===== src/hw/rtl/hwsd_pkg.sv =====
// ============================================================================
// hwsd_pkg: shared types and constants of the Haar soft-threshold denoiser
// Payload structs, register indexes, controller states, command/status bundles.
// ============================================================================
package hwsd_pkg;

    localparam int MaxLen    = 64;
    localparam int AddrW     = 6;
    localparam int CntW      = 7;
    localparam int CoefW     = 28;
    localparam int LvlW      = 3;
    localparam int ThrW      = 27;
    localparam int InvSqrt2  = 23170;

    localparam logic [1:0] RegMaxLevels = 2'd0;
    localparam logic [1:0] RegThreshold = 2'd1;
    localparam logic [1:0] RegMode      = 2'd2;

    typedef struct packed {
        logic signed [15:0] sample;
        logic               last;
    } in_item_t;

    typedef struct packed {
        logic signed [CoefW-1:0] value;
        logic                    final_res;
    } out_item_t;

    typedef enum logic [3:0] {
        ST_LOAD,
        ST_PAD,
        ST_FWD_RD,
        ST_FWD_WR,
        ST_FWD_CPY,
        ST_THR,
        ST_INV_RD,
        ST_INV_WR,
        ST_INV_CPY,
        ST_OUT_RD,
        ST_OUT_WAIT,
        ST_OUT
    } state_t;

    // memory operation selected by the controller
    typedef enum logic [2:0] {
        OP_NONE,
        OP_LOAD,
        OP_PAD,
        OP_BFLY_RD,
        OP_BFLY_WR,
        OP_COPY,
        OP_THR,
        OP_READ
    } op_t;

    typedef struct packed {
        op_t              op;
        logic [AddrW-1:0] idx;      // pair index, entry index, etc.
        logic [AddrW-1:0] seg;      // half length of current level
        logic             inverse;
        logic             phase;    // 0: first entry, 1: second
        logic             latch_out;
    } cmd_t;

    typedef struct packed {
        logic signed [CoefW-1:0] rd_value;
    } stat_t;

endpackage


===== src/hw/rtl/hwsd_ctrl.sv =====
// ============================================================================
// hwsd_ctrl: sequencer of the load, forward, threshold, inverse and output passes
// Drives the datapath by command bundle; owns the output register.
// ============================================================================
module hwsd_ctrl (
    input  logic                        clk,
    input  logic                        rst_n,
    input  logic                        in_valid,
    output logic                        in_ready,
    input  logic                        in_last,
    input  logic [hwsd_pkg::LvlW-1:0]   max_levels,
    input  logic                        mode,
    output hwsd_pkg::cmd_t              cmd,
    input  hwsd_pkg::stat_t             stat,
    output hwsd_pkg::out_item_t         out_item,
    output logic                        out_valid,
    input  logic                        out_ready
);
    import hwsd_pkg::*;

    state_t            state_reg, state_next;
    logic [CntW-1:0]   n_reg, n_next;
    logic [CntW-1:0]   p_reg, p_next;
    logic [LvlW-1:0]   lv_reg, lv_next;
    logic [LvlW-1:0]   lvl_reg, lvl_next;
    logic [CntW-1:0]   i_reg, i_next;
    logic              ph_reg, ph_next;
    logic              mode_reg, mode_next;
    logic [CntW-1:0]   cnt_reg;    // results to emit
    logic              ov_reg, ov_next;
    out_item_t         out_reg;
    logic [CntW-1:0]   seg;
    logic [CntW-1:0]   lim;
    logic              acc;
    logic [LvlW-1:0]   lg;
    logic [CntW-1:0]   pcalc;

    assign acc = in_valid && in_ready;
    assign out_item  = out_reg;
    assign out_valid = ov_reg;

    // padded length and its log2 from the sample count
    always_comb
    begin
        lg = '0;
        for (int k = 1; k <= AddrW; k++)
        begin
            if (n_next > CntW'(1 << (k-1)))
                lg = LvlW'(k);
        end
        pcalc = CntW'(1) << lg;
    end

    // half length of the current level
    assign seg = p_reg >> (lvl_reg + LvlW'(1));

    // next state
    always_comb
    begin
        state_next = state_reg;
        n_next = n_reg;
        p_next = p_reg;
        lv_next = lv_reg;
        lvl_next = lvl_reg;
        i_next = i_reg;
        ph_next = ph_reg;
        mode_next = mode_reg;
        lim = '0;
        unique case (state_reg)
            ST_LOAD:
            begin
                if (acc)
                begin
                    if (n_reg < CntW'(MaxLen))
                        n_next = n_reg + CntW'(1);
                    if (in_last)
                    begin
                        p_next = pcalc;
                        lv_next = (max_levels == '0 || max_levels > lg) ? lg : max_levels;
                        mode_next = mode;
                        lvl_next = '0;
                        i_next = n_next;
                        state_next = ST_PAD;
                    end
                end
            end
            ST_PAD:
            begin
                if (i_reg >= p_reg)
                begin
                    i_next = '0;
                    ph_next = 1'b0;
                    state_next = (lv_reg == '0) ? (mode_reg ? ST_OUT_RD : ST_OUT_RD)
                                                : ST_FWD_RD;
                end
                else
                    i_next = i_reg + CntW'(1);
            end
            ST_FWD_RD, ST_INV_RD:
            begin
                // two reads: phase 0 then phase 1
                ph_next = ~ph_reg;
                if (ph_reg)
                    state_next = (state_reg == ST_FWD_RD) ? ST_FWD_WR : ST_INV_WR;
            end
            ST_FWD_WR, ST_INV_WR:
            begin
                ph_next = ~ph_reg;
                if (ph_reg)
                begin
                    if (i_reg + CntW'(1) >= seg)
                    begin
                        i_next = '0;
                        state_next = (state_reg == ST_FWD_WR) ? ST_FWD_CPY : ST_INV_CPY;
                    end
                    else
                    begin
                        i_next = i_reg + CntW'(1);
                        state_next = (state_reg == ST_FWD_WR) ? ST_FWD_RD : ST_INV_RD;
                    end
                end
            end
            ST_FWD_CPY, ST_INV_CPY, ST_THR:
            begin
                // phase 0 reads entry i, phase 1 writes it back
                lim = (state_reg == ST_THR) ? p_reg : (seg << 1);
                ph_next = ~ph_reg;
                if (ph_reg)
                begin
                    if (i_reg + CntW'(1) >= lim)
                    begin
                        i_next = '0;
                        priority if (state_reg == ST_FWD_CPY)
                        begin
                            if (lvl_reg + LvlW'(1) >= lv_reg)
                            begin
                                if (mode_reg)
                                    state_next = ST_OUT_RD;
                                else
                                begin
                                    i_next = CntW'(p_reg >> lv_reg);
                                    state_next = ST_THR;
                                end
                            end
                            else
                            begin
                                lvl_next = lvl_reg + LvlW'(1);
                                state_next = ST_FWD_RD;
                            end
                        end
                        else if (state_reg == ST_THR)
                        begin
                            lvl_next = lv_reg - LvlW'(1);
                            state_next = ST_INV_RD;
                        end
                        else
                        begin
                            if (lvl_reg == '0)
                                state_next = ST_OUT_RD;
                            else
                            begin
                                lvl_next = lvl_reg - LvlW'(1);
                                state_next = ST_INV_RD;
                            end
                        end
                    end
                    else
                        i_next = i_reg + CntW'(1);
                end
            end
            ST_OUT_RD:
                state_next = ST_OUT_WAIT;
            ST_OUT_WAIT:
                state_next = ST_OUT;
            ST_OUT:
            begin
                if (!ov_reg || out_ready)
                begin
                    if (i_reg + CntW'(1) >= cnt_reg)
                    begin
                        n_next = '0;
                        i_next = '0;
                        state_next = ST_LOAD;
                    end
                    else
                    begin
                        i_next = i_reg + CntW'(1);
                        state_next = ST_OUT_RD;
                    end
                end
            end
            default:
                state_next = ST_LOAD;
        endcase
    end

    // datapath commands
    always_comb
    begin
        cmd = '0;
        cmd.op = OP_NONE;
        cmd.idx = i_reg[AddrW-1:0];
        cmd.seg = seg[AddrW-1:0];
        cmd.phase = ph_reg;
        in_ready = 1'b0;
        unique case (state_reg)
            ST_LOAD:
            begin
                in_ready = 1'b1;
                cmd.idx = n_reg[AddrW-1:0];
                if (acc && n_reg < CntW'(MaxLen))
                    cmd.op = OP_LOAD;
            end
            ST_PAD:
                if (i_reg < p_reg)
                    cmd.op = OP_PAD;
            ST_FWD_RD:
                cmd.op = OP_BFLY_RD;
            ST_INV_RD:
            begin
                cmd.op = OP_BFLY_RD;
                cmd.inverse = 1'b1;
            end
            ST_FWD_WR:
                cmd.op = OP_BFLY_WR;
            ST_INV_WR:
            begin
                cmd.op = OP_BFLY_WR;
                cmd.inverse = 1'b1;
            end
            ST_FWD_CPY, ST_INV_CPY:
                cmd.op = OP_COPY;
            ST_THR:
                cmd.op = OP_THR;
            ST_OUT_RD:
                cmd.op = OP_READ;
            ST_OUT_WAIT:
                cmd.latch_out = 1'b1;
            default:
                cmd.op = OP_NONE;
        endcase
    end

    // output register
    always_comb
    begin
        ov_next = ov_reg;
        if (ov_reg && out_ready)
            ov_next = 1'b0;
        if (state_reg == ST_OUT && (!ov_reg || out_ready))
            ov_next = 1'b1;
    end

    always_ff @(posedge clk)
    begin
        logic signed [CoefW:0]   r;
        logic signed [CoefW-4:0] q;
        if (state_reg == ST_OUT && (!ov_reg || out_ready))
        begin
            r = {stat.rd_value[CoefW-1], stat.rd_value} + (CoefW+1)'(8);
            q = r[CoefW:4];
            out_reg.final_res <= (i_reg + CntW'(1) >= cnt_reg);
            if (mode_reg)
                out_reg.value <= stat.rd_value;
            else if (q > (CoefW-3)'(32767))
                out_reg.value <= CoefW'(32767);
            else if (q < -(CoefW-3)'(32768))
                out_reg.value <= -CoefW'(32768);
            else
                out_reg.value <= CoefW'(q);
        end
    end

    always_ff @(posedge clk or negedge rst_n)
    begin
        if (!rst_n)
        begin
            state_reg <= ST_LOAD;
            n_reg <= '0;
            p_reg <= '0;
            lv_reg <= '0;
            lvl_reg <= '0;
            i_reg <= '0;
            ph_reg <= 1'b0;
            mode_reg <= 1'b0;
            ov_reg <= 1'b0;
            cnt_reg <= '0;
        end
        else
        begin
            state_reg <= state_next;
            n_reg <= n_next;
            p_reg <= p_next;
            lv_reg <= lv_next;
            lvl_reg <= lvl_next;
            i_reg <= i_next;
            ph_reg <= ph_next;
            mode_reg <= mode_next;
            ov_reg <= ov_next;
            if (state_reg == ST_LOAD && acc && in_last)
                cnt_reg <= mode ? pcalc : n_next;
        end
    end

endmodule


===== config.mk =====
export PLATFORM = sky130hd
export DESIGN_NAME = hwsd_ctrl
export DESIGN_NICKNAME = d
export VERILOG_FILES = /design/src/hw/rtl/hwsd_pkg.sv /design/src/hw/rtl/hwsd_ctrl.sv
export SDC_FILE = /design/constraint.sdc
export NUM_CORES = 1
export LEC_CHECK = 0
export ABC_AREA = 1
export BUFFER_PORTS_ARGS = -buffer_cell sky130_fd_sc_hd__buf_2
export CAP_MARGIN = 20
export CORE_ASPECT_RATIO = 1.1
export CORE_MARGIN = 2
export CORE_UTILIZATION = 31
export CTS_CLUSTER_DIAMETER = 40
export DETAILED_ROUTE_END_ITERATION = 16
export PLACE_DENSITY = 0.5
export SLEW_MARGIN = 20
export SYNTH_ARGS = -nofsm -noshare
export SYNTH_HDL_FRONTEND = slang
export SYNTH_SLANG_ARGS = --single-unit

===== constraint.sdc =====
create_clock -name clk -period 5 [get_ports clk]
set_input_delay 0.25 -clock clk [delete_from_list [all_inputs] [get_ports clk]]
set_output_delay 0.25 -clock clk [all_outputs]
set_load 0.01 [all_outputs]

== Word-level counts from Yosys, hierarchy flattened ==
Cells that the tools add are included.

* Register bits after elaboration: 70
* Bits of input ports: 37
* Word-level logic and storage cells: 157

* Add/subtract/negate cells: 6
* Order comparisons: 16
* Eq/ne operators: 21
* Shift-type cells: 3
* Multiplexer cells: 70
* Bitwise operators: 1
* Reductions and logical operators: 28

{| class="wikitable"
|+ Operator list
! operator !! count
|-
| $mux 7 || 18
|-
| $mux 28 || 3
|-
| $mux 4 || 17
|-
| $mux 3 || 14
|-
| $pmux 7 s5 || 1
|-
| $pmux 4 s8 || 1
|-
| $add 28x5->29 const B || 1
|-
| $ge 7x7->1 || 4
|-
| $gt 25x16->1 const B || 1
|-
| $lt 25x16->1 const B || 1
|-
| $pmux 3 s7 || 1
|-
| $eq 4x3->1 const B || 4
|-
| $eq 4x4->1 const B || 4
|-
| $add 7x1->7 const B || 2
|-
| $pmux 7 s2 || 1
|-
| $shr 7x3->7 || 2
|-
| $ne 2x2->1 const B || 5
|-
| $logic_not 3->1 || 3
|-
| $eq 4x2->1 const B || 2
|-
| $mux 1 || 8
|-
| $reduce_and 8->1 || 1
|-
| $reduce_or 2->1 || 4
|-
| $gt 7x1->1 const B || 1
|-
| $gt 7x2->1 const B || 1
|-
| 32 further kinds || 45
|}

== Longest topological paths before layout ==
Gate-level depths: netlist (run 1).

* Depth in word-level cells: 15
* Depth in mapped cells: 28

== Least setup slack after synthesis (run 1) ==
Ideal clock, no wire load.

* Path kind: register to register
* Start point: register i_reg[0]
* End point: register lv_reg[2]
* Library setup time: 131 ps
* Arrival time: 3638 ps
* Required time: 4869 ps
* Setup slack: 1231 ps
* Cell stages (with the launch flop): 28
* Buffers on the path: 0
* Clock period less this slack: 3769 ps
* Cell sequence: dfrtp_1 > ha_1 > nand3_1 > nand3b_1 > xnor2_1 > ha_1 > nand2_1 > inv_1 > a21oi_1 > nand3_1 > nand2_4 > nand2_1 > nand2_2 > nor2_1 > nand2_1 > nor2_2 > inv_1 > nand3_1 > inv_1 > a21oi_1 > ha_1 > nand2_1 > o21ai_0 > nand2_1 > o31ai_1 > nand2_1 > o211ai_1 > o21ai_0

* Cells in the longest elaborated chain, start to end: 15

{| class="wikitable"
|+ RTL lines
! element !! line !! text
|-
| from (decl) || hwsd_ctrl.sv:26 || <nowiki>logic [CntW-1:0] i_reg, i_next;</nowiki>
|-
| from (signal assigned) || hwsd_ctrl.sv:296 || <nowiki>i_reg <= i_next;</nowiki>
|-
| $add 7x1->7 * || hwsd_ctrl.sv:179 || <nowiki>if (i_reg + CntW'(1) >= cnt_reg)</nowiki>
|-
| $ge 7x7->1 * || hwsd_ctrl.sv:179 ||
|-
| $mux 7 * || hwsd_ctrl.sv:179 ||
|-
| $mux 7 * || hwsd_ctrl.sv:177 || <nowiki>if (!ov_reg || out_ready)</nowiki>
|-
| $pmux 7 s2 * || hwsd_ctrl.sv:69 || <nowiki>unique case (state_reg)</nowiki>
|-
| named net n_next[3] || hwsd_ctrl.sv:22 || <nowiki>logic [CntW-1:0] n_reg, n_next;</nowiki>
|-
| $gt 7x1->1 || hwsd_ctrl.sv:48 || <nowiki>if (n_next > CntW'(1 << (k-1)))</nowiki>
|-
| $mux 1 || hwsd_ctrl.sv:48 ||
|-
| $mux 2 (2 in a row) || hwsd_ctrl.sv:48 ||
|-
| $mux 3 (2 in a row) || hwsd_ctrl.sv:48 ||
|-
| $mux 3 * || hwsd_ctrl.sv:48 ||
|-
| $gt 3x3->1 || hwsd_ctrl.sv:79 || <nowiki>lv_next = (max_levels == '0 || max_levels > lg) ? lg : max_levels;</nowiki>
|-
| $logic_or 1x1->1 || hwsd_ctrl.sv:79 ||
|-
| $mux 3 * || hwsd_ctrl.sv:79 ||
|-
| to (signal assigned) || hwsd_ctrl.sv:294 || <nowiki>lv_reg <= lv_next;</nowiki>
|-
| to (decl) || hwsd_ctrl.sv:24 || <nowiki>logic [LvlW-1:0] lv_reg, lv_next;</nowiki>
|}

The timed path passes the listed nets; every way through them passes the cells marked *.
A chain may end at the register's enable or synchronous reset.

== Worst setup path in the final report (run 1) ==
Same ends and word-level chain as after synthesis.

==> impl_metrics.prom, run 1 <==
# TYPE chip_impl_metric gauge
chip_impl_info{name="status",value="finished, final reports clean"} 1
chip_impl_metric{name="clock_tree.buffer_depth",unit=""} 2
chip_impl_info{name="reg2reg_launch_point",value="i_reg[0]$_DFFE_PN0P_"} 1
chip_impl_metric{name="setup_viol",unit=""} 0
chip_impl_metric{name="vdd_drop_max",unit="uV"} 400
chip_impl_metric{name="antenna_cells_inserted",unit=""} 0
chip_impl_metric{name="worstMarginPinSlew",unit="ps"} 1030
chip_impl_metric{name="gr-usage-all-layers",unit=""} 0.196
chip_impl_metric{name="via_count",unit=""} 6303
chip_impl_metric{name="die_area",unit="um^2"} 21300
chip_impl_info{name="ys.flop_type",value="sky130_fd_sc_hd__dfrtp_1"} 1
chip_impl_metric{name="route.detailed.vias_per_inst",unit=""} 5.00
chip_impl_metric{name="final.period_utilization",unit=""} 0.893
chip_impl_metric{name="post_synth_num_cell_types",unit=""} 46
chip_impl_metric{name="starting_density",unit=""} 0.315
chip_impl_metric{name="dpl.hpwl",unit="mm"} 15.9
chip_impl_metric{name="postSynthNetCount",unit=""} 999
chip_impl_metric{name="design.final.nets",unit=""} 1083
chip_impl_metric{name="post_dp_cell_area",unit="um^2"} 6930
chip_impl_metric{name="final_layout_size_suffix_gt1_frac",unit=""} 0.159
chip_impl_metric{name="cp_max_fo",unit=""} 10
chip_impl_metric{name="grt_pass1_wl",unit="mm"} 33.5
chip_impl_metric{name="h-tree-depth",unit=""} 3
chip_impl_metric{name="yosys_top_cell_area_share",unit=""} 0.165
chip_impl_metric{name="gpl.final_weighted_congestion",unit=""} 0.892
chip_impl_metric{name="buffer_ports.inserted",unit=""} 85
chip_impl_metric{name="first_global_vias",unit=""} 6187
chip_impl_info{name="hold_path_class",value="in2reg"} 1
chip_impl_metric{name="numClockSinks",unit=""} 70
chip_impl_metric{name="die-width",unit="um"} 139
chip_impl_metric{name="skew",unit="ps"} 9.28
chip_impl_info{name="timing.critical_path.mode_cell",value="sky130_fd_sc_hd__nand2_1"} 1
chip_impl_metric{name="max_freq",unit="MHz"} 224
chip_impl_info{name="most_used_cells_in_the_layout_excluding_fill_and_tap_cells",value="sky130_fd_sc_hd__nand2_1 (223), sky130_fd_sc_hd__inv_1 (119), sky130_fd_sc_hd__nor2_1 (112)"} 1
chip_impl_metric{name="post_synth_instance_area",unit="um^2"} 6230
chip_impl_metric{name="postSynthAreaPerCell",unit="um^2"} 6.77
chip_impl_metric{name="multi_input_area",unit="um^2"} 3750
chip_impl_metric{name="row_count",unit=""} 54
chip_impl_metric{name="worst_setup_hold_path_clk_slew",unit="ps"} 60
chip_impl_metric{name="filler_cell_count",unit=""} 2166
chip_impl_info{name="worst_setup_path_end_kind",value="flop"} 1
chip_impl_metric{name="clk_latency",unit="ps"} 350
chip_impl_info{name="rsz0062_at_grt",value="no"} 1
chip_impl_metric{name="die_h",unit="um"} 153
chip_impl_metric{name="core_area",unit="um^2"} 19800
chip_impl_info{name="final_common_cell",value="sky130_fd_sc_hd__nand2_1"} 1
chip_impl_metric{name="synth_edf_count",unit=""} 29
chip_impl_metric{name="wirelength",unit="mm"} 20.4
chip_impl_metric{name="ys_ff_latch",unit=""} 70
chip_impl_metric{name="grt_antenna_before_repair",unit=""} 1
chip_impl_metric{name="number_of_maximum_capacitance_violations",unit=""} 0
chip_impl_metric{name="final_design_area_no_fill",unit="um^2"} 7290
chip_impl_info{name="timing.critical_path.from_type",value="flop"} 1
chip_impl_metric{name="grt_start_max_net_pins",unit=""} 42
chip_impl_metric{name="maxSlewHeadroom",unit=""} 0.315
chip_impl_info{name="min-delay-start",value="out_ready"} 1
chip_impl_info{name="yosys-top-cells-area",value="sky130_fd_sc_hd__dfrtp_1 (16%), sky130_fd_sc_hd__edfxtp_1 (14%), sky130_fd_sc_hd__nand2_1 (13%)"} 1
chip_impl_metric{name="power-per-cell-area",unit="nW/um^2"} 710
chip_impl_metric{name="async_flop_share",unit=""} 0.586
chip_impl_metric{name="timing_max_transition_violations_final",unit=""} 0
chip_impl_metric{name="total_leakage_power",unit="nW"} 3.45
chip_impl_metric{name="totalNegativeSetupSlack",unit="ps"} 0
chip_impl_metric{name="worst-endpoint-required",unit="ps"} 5210
chip_impl_metric{name="worst-endpoint-arrival",unit="ps"} 4680
chip_impl_info{name="critical_path.slowest_cell",value="sky130_fd_sc_hd__dfrtp_1"} 1
chip_impl_info{name="cts_tree",value="built"} 1
chip_impl_metric{name="cts_made_buffers",unit=""} 9
chip_impl_metric{name="hold_violations",unit=""} 0
chip_impl_metric{name="area_delta_synth_final",unit="%"} 17.0
chip_impl_info{name="worst_setup_startpoint",value="i_reg[0]$_DFFE_PN0P_"} 1
chip_impl_metric{name="drt_iter0_markers",unit=""} 402
chip_impl_metric{name="ff_latch_area",unit="um^2"} 1900
chip_impl_metric{name="globalRouteOverflowTotal",unit=""} 0
chip_impl_info{name="crit_path_category",value="reg2reg"} 1
chip_impl_metric{name="netlist_instances",unit=""} 920
chip_impl_info{name="cts_root_buffer",value="sky130_fd_sc_hd__clkbuf_16"} 1
chip_impl_metric{name="number_of_nets_still_failing_antenna_checks_after_routing",unit=""} 0
chip_impl_info{name="yosysTopAreaCell",value="sky130_fd_sc_hd__dfrtp_1"} 1
chip_impl_metric{name="ys.warnings.count",unit=""} 0
chip_impl_metric{name="detail_route.drc_violations",unit=""} 0
chip_impl_metric{name="drt-pass1-iter-count",unit=""} 6
chip_impl_metric{name="ioPinCount",unit=""} 86
chip_impl_metric{name="critPathMaxStageDelay",unit="ps"} 520
chip_impl_metric{name="fin_crit",unit="ps"} 4470
chip_impl_metric{name="seq_area_frac_synth",unit=""} 0.304
chip_impl_metric{name="largest_register_ffs",unit=""} 29
chip_impl_metric{name="wire_per_inst",unit="um"} 16.2
==> logic make-up after synthesis <==
group           Yosys count  synth area share
buf+inv                 151            0.0952
simple gates            444             0.308
xor+xnor                 17            0.0251
compound gates          196             0.183
flops                    70             0.304
fa+ha+maj                42            0.0843
==> critical path: cells and delay by family, from the launching register on <==
family	cells	cell delay (ps)
AO/OA/AOI/OAI	6	710
AND/OR/NAND/NOR	14	1710
flip-flops	1	520
adder cells (fa/ha/maj)	3	850
buffers and inverters	3	230
XOR/XNOR	1	300
==> where the power goes <==
| part | total, mW | switching, mW | leakage (nW) | internal, mW |
|---|---|---|---|---|
| Sequential | 1.01 | 0.227 | 0.793 | 0.785 |
| Combinational | 3.41 | 2.24 | 2.50 | 1.17 |
| Clock | 0.755 | 0.271 | 0.157 | 0.484 |
==> path summary, 6_finish.rpt <==
| kind | to | slack (ps) | depth (start not counted) |
|---|---|---|---|
| max | lv_reg[2]$_DFFE_PN0P_ | 530 | 27 |
| min | out_valid$_DFFE_PN0P_ | 100 | 2 |
| max reg2reg | lv_reg[2]$_DFFE_PN0P_ | 530 | 27 |
| min reg2reg | cnt_reg[4]$_DFFE_PN0P_ | 500 | 2 |
| max in group asynchronous | state_reg[3]$_DFFE_PN0P_ | 4150 | 2 |
| min in group asynchronous | mode_reg$_DFFE_PN0P_ | 460 | 2 |
==> synth_stat cells (2+ instances only) <==
master	count
sky130_fd_sc_hd__nor2_4	4
sky130_fd_sc_hd__a31oi_1	6
sky130_fd_sc_hd__o21ai_0	90
sky130_fd_sc_hd__buf_4	3
sky130_fd_sc_hd__nand3b_1	2
sky130_fd_sc_hd__o31ai_1	2
sky130_fd_sc_hd__nand2_4	2
sky130_fd_sc_hd__inv_2	10
sky130_fd_sc_hd__o21ai_1	4
sky130_fd_sc_hd__nand4_1	21
sky130_fd_sc_hd__dfrtp_1	41
sky130_fd_sc_hd__xor2_1	12
sky130_fd_sc_hd__nand3_1	45
sky130_fd_sc_hd__o21a_1	3
sky130_fd_sc_hd__o21bai_1	2
sky130_fd_sc_hd__nor3_1	12
sky130_fd_sc_hd__xnor2_1	4
sky130_fd_sc_hd__o211ai_1	12
sky130_fd_sc_hd__a21oi_1	50
sky130_fd_sc_hd__nor2_2	6
sky130_fd_sc_hd__clkbuf_1	16
sky130_fd_sc_hd__a22oi_1	4
sky130_fd_sc_hd__buf_6	2
sky130_fd_sc_hd__o22ai_1	2
sky130_fd_sc_hd__o221ai_1	3
sky130_fd_sc_hd__ha_1	42
sky130_fd_sc_hd__inv_1	119
sky130_fd_sc_hd__nand2_2	9
sky130_fd_sc_hd__nor2_1	113
sky130_fd_sc_hd__o2111ai_1	2
sky130_fd_sc_hd__nand2_1	223
sky130_fd_sc_hd__a21oi_2	12
sky130_fd_sc_hd__edfxtp_1	29
==> cell type report <==
class / instances / share of cell area
clock buffer: 9 / 0.0309
clock inverter: 7 / 0.0154
inverter: 130 / 0.0669
multi-input combinational: 699 / 0.515
sequential: 70 / 0.260
tap: 252 / 0.0432
timing repair buffer: 94 / 0.0683
==> what timing repair did <==
item / in CTS / in global routing
hold buffers: 0 / 1
endpoints found under the hold margin: 0 / 41
endpoints found under the setup margin: 0 / 2
buffers inserted: 0 / 0
resized for setup: 0 / 1
==> layer usage <==
metal | vias to the layer above | global-route usage | wire length, um
li1 | 3235 | - | -
met1 | 2884 | 0.268 | 9630
met2 | 154 | 0.320 | 9460
met3 | 28 | 0.0292 | 883
met4 | 2 | 0.0645 | 455
met5 | - | 0 | 13
==> through the flow <==
stage	utilization	instances	hold WS, ps	power, mW	setup slack, ps
final	0.368	1261	100	5.17	533
after detailed placement	0.350	1244	460	4.40	471
after CTS	0.367	1260	89.5	5.18	428
after global placement	0.350	1244	465	4.40	639
after floorplan	-	920	-45.6	3.38	1230
after global routing	0.368	1261	98.2	5.77	138
(Power assumes the default switching activity.)
==> run 2, diff against run 1 <==
--- a/config.mk
+++ b/config.mk
@@ -8,12 +8,14 @@
 export ABC_AREA = 1
 export BUFFER_PORTS_ARGS = -buffer_cell sky130_fd_sc_hd__buf_2
 export CAP_MARGIN = 20
+export CELL_PAD_IN_SITES_DETAIL_PLACEMENT = 0
+export CELL_PAD_IN_SITES_GLOBAL_PLACEMENT = 1
 export CORE_ASPECT_RATIO = 1.1
 export CORE_MARGIN = 2
 export CORE_UTILIZATION = 31
 export CTS_CLUSTER_DIAMETER = 40
 export DETAILED_ROUTE_END_ITERATION = 16
-export PLACE_DENSITY = 0.5
+export PLACE_DENSITY = 0.65
 export SLEW_MARGIN = 20
 export SYNTH_ARGS = -nofsm -noshare
 export SYNTH_HDL_FRONTEND = slang
==> impl_metrics.prom, run 2 (synthesis results as in run 1) <==
# TYPE chip_impl_metric gauge
chip_impl_metric{name="clk_latency",unit="ps"} 340
chip_impl_metric{name="gr-usage-all-layers",unit=""} 0.193
chip_impl_metric{name="path_depth_of_the_worst_reg2reg_path",unit=""} 27
chip_impl_metric{name="total_leakage_power",unit="nW"} 3.40
chip_impl_info{name="cts_tree",value="built"} 1
chip_impl_metric{name="final.period_utilization",unit=""} 0.881
chip_impl_metric{name="drt_iter0_markers",unit=""} 403
chip_impl_metric{name="totalNegativeSetupSlack",unit="ps"} 0
chip_impl_metric{name="design.final.nets",unit=""} 1080
chip_impl_metric{name="timing_max_transition_violations_final",unit=""} 0
chip_impl_metric{name="wire_per_inst",unit="um"} 16.1
chip_impl_metric{name="cts_made_buffers",unit=""} 9
chip_impl_metric{name="gpl.final_weighted_congestion",unit=""} 0.861
chip_impl_metric{name="power-per-cell-area",unit="nW/um^2"} 688
chip_impl_metric{name="cp_max_fo",unit=""} 10
chip_impl_info{name="worst_setup_path_end_kind",value="flop"} 1
chip_impl_metric{name="route.detailed.vias_per_inst",unit=""} 5.00
chip_impl_metric{name="via_count",unit=""} 6291
chip_impl_metric{name="number_of_nets_still_failing_antenna_checks_after_routing",unit=""} 0
chip_impl_metric{name="first_global_vias",unit=""} 6055
chip_impl_metric{name="worst-endpoint-required",unit="ps"} 5200
chip_impl_metric{name="starting_density",unit=""} 0.315
chip_impl_metric{name="largest_register_ffs",unit=""} 29
chip_impl_metric{name="vdd_drop_max",unit="uV"} 379
chip_impl_metric{name="dpl.hpwl",unit="mm"} 16.1
chip_impl_metric{name="die_h",unit="um"} 153
chip_impl_metric{name="row_count",unit=""} 54
chip_impl_metric{name="regToRegSetupSlack",unit="ps"} 590
chip_impl_metric{name="final_design_area_no_fill",unit="um^2"} 7180
chip_impl_info{name="hold_path_class",value="in2reg"} 1
chip_impl_info{name="critical_path.slowest_cell",value="sky130_fd_sc_hd__dfrtp_1"} 1
chip_impl_metric{name="globalRouteOverflowTotal",unit=""} 0
chip_impl_metric{name="ioPinCount",unit=""} 86
chip_impl_info{name="cts_root_buffer",value="sky130_fd_sc_hd__clkbuf_16"} 1
chip_impl_metric{name="area_delta_synth_final",unit="%"} 15.2
chip_impl_metric{name="grt_pass1_wl",unit="mm"} 32.8
chip_impl_metric{name="cts_resized",unit=""} 0
chip_impl_metric{name="die_area",unit="um^2"} 21300
chip_impl_info{name="rr_endpoint",value="lv_reg[2]$_DFFE_PN0P_"} 1
chip_impl_info{name="most_used_cells_in_the_layout_excluding_fill_and_tap_cells",value="sky130_fd_sc_hd__nand2_1 (223), sky130_fd_sc_hd__inv_1 (119), sky130_fd_sc_hd__nor2_1 (112)"} 1
chip_impl_metric{name="worstMarginPinSlew",unit="ps"} 1010
chip_impl_metric{name="numClockSinks",unit=""} 70
chip_impl_info{name="final_common_cell",value="sky130_fd_sc_hd__nand2_1"} 1
chip_impl_info{name="status",value="finished, final reports clean"} 1
chip_impl_metric{name="final_layout_size_suffix_gt1_frac",unit=""} 0.153
chip_impl_info{name="worst_setup_startpoint",value="i_reg[0]$_DFFE_PN0P_"} 1
chip_impl_metric{name="detail_route.drc_violations",unit=""} 0
chip_impl_metric{name="drt-pass1-iter-count",unit=""} 5
chip_impl_metric{name="die-width",unit="um"} 139
chip_impl_metric{name="clock_tree.buffer_depth",unit=""} 2
chip_impl_metric{name="maxSlewHeadroom",unit=""} 0.326
chip_impl_metric{name="grt_start_max_net_pins",unit=""} 42
chip_impl_info{name="reg2reg_launch_point",value="i_reg[0]$_DFFE_PN0P_"} 1
chip_impl_metric{name="max_freq",unit="MHz"} 227
chip_impl_metric{name="worst_setup_hold_path_clk_slew",unit="ps"} 60
chip_impl_metric{name="number_of_maximum_capacitance_violations",unit=""} 0
chip_impl_info{name="timing.critical_path.from_type",value="flop"} 1
chip_impl_metric{name="h-tree-depth",unit=""} 3
chip_impl_metric{name="critPathMaxStageDelay",unit="ps"} 530
chip_impl_metric{name="worst-endpoint-arrival",unit="ps"} 4610
chip_impl_info{name="timing.critical_path.mode_cell",value="sky130_fd_sc_hd__nand2_1"} 1
chip_impl_metric{name="skew",unit="ps"} 11.1
chip_impl_metric{name="core_area",unit="um^2"} 19800
chip_impl_metric{name="buffer_ports.inserted",unit=""} 85
chip_impl_metric{name="wirelength",unit="mm"} 20.2
chip_impl_info{name="cp-endpoint",value="lv_reg[2]$_DFFE_PN0P_"} 1
chip_impl_info{name="rsz0062_at_grt",value="no"} 1
chip_impl_metric{name="post_dp_cell_area",unit="um^2"} 6910
chip_impl_metric{name="fin_crit",unit="ps"} 4410
chip_impl_metric{name="hold_violations",unit=""} 0
chip_impl_metric{name="grt_antenna_before_repair",unit=""} 0
chip_impl_info{name="crit_path_category",value="reg2reg"} 1
chip_impl_metric{name="setup_viol",unit=""} 0
chip_impl_metric{name="antenna_cells_inserted",unit=""} 0
run 2: cell count changes in the layout (fill, tap and decap cells not counted), sizes merged:
cell	previous run	this run
buf	93	90
bufinv	3	0
clkinvlp	2	0
clkbuf	9	12
clkinv	3	5
run 2: stage by stage:
step | instances | hold WS [ps] | power, mW | util | setup WS (ps)
6_report | 1258 | 113 | 4.94 | 0.363 | 593
5_1_grt | 1258 | 126 | 5.52 | 0.363 | 73.9
4_1_cts | 1257 | 109 | 4.99 | 0.362 | 566
3_5_place_dp | 1241 | 463 | 4.38 | 0.349 | 588
3_3_place_gp | 1241 | 458 | 4.37 | 0.349 | 759
2_1_floorplan | 920 | -45.6 | 3.38 | - | 1230
run 2: cell type report:
| class | instances | area [um^2] |
|---|---|---|
| timing repair buffer | 91 | 475 |
| clock inverter | 4 | 23.8 |
| fill | 2171 | 12600 |
| clock buffer | 12 | 236 |
| sequential | 70 | 1900 |
| tap | 252 | 315 |
| inverter | 130 | 488 |
| multi-input combinational | 699 | 3740 |
run 2: worst min-delay path by stage:
stage / startpoint / end / slack, ps / depth (start not counted)
after global routing: out_ready / out_valid$_DFFE_PN0P_ / 130 / 2
final: out_ready / out_valid$_DFFE_PN0P_ / 110 / 2
after CTS: out_ready / out_valid$_DFFE_PN0P_ / 110 / 2
after floorplan: rst_n / cnt_reg[0]$_DFFE_PN0P_ / -50 / 0
after global placement: out_ready / out_valid$_DFFE_PN0P_ / 460 / 2
after detailed placement: out_ready / out_valid$_DFFE_PN0P_ / 460 / 2
run 2: power breakdown:
part / leakage (nW) / internal (mW) / switching (mW)
combinational: 2.48 / 1.14 / 2.17
sequential: 0.793 / 0.785 / 0.267
clock: 0.130 / 0.335 / 0.246
total: 3.40 / 2.26 / 2.68
run 2: what timing repair did:
item                                    4_1_cts  5_1_grt
buffers inserted                              0        0
hold endpoints to repair                      0       41
hold buffers                                  0        1
endpoints found under the setup margin        0        0
run 2: worst max-delay path, delay by kind of cell (launching register included):
family	cells	cell delay, ps
fa+ha+maj	3	860
buf+inv	3	210
simple gates	14	1590
compound gates	6	700
xor+xnor	1	370
flops	1	530
run 2: routing by layer:
layer,track usage,share of wire,vias up
met2,0.330,0.49,143
met4,0.0471,0.015,0
met5,0,0,-
li1,-,-,3215
met1,0.255,0.45,2911
met3,0.0317,0.047,22
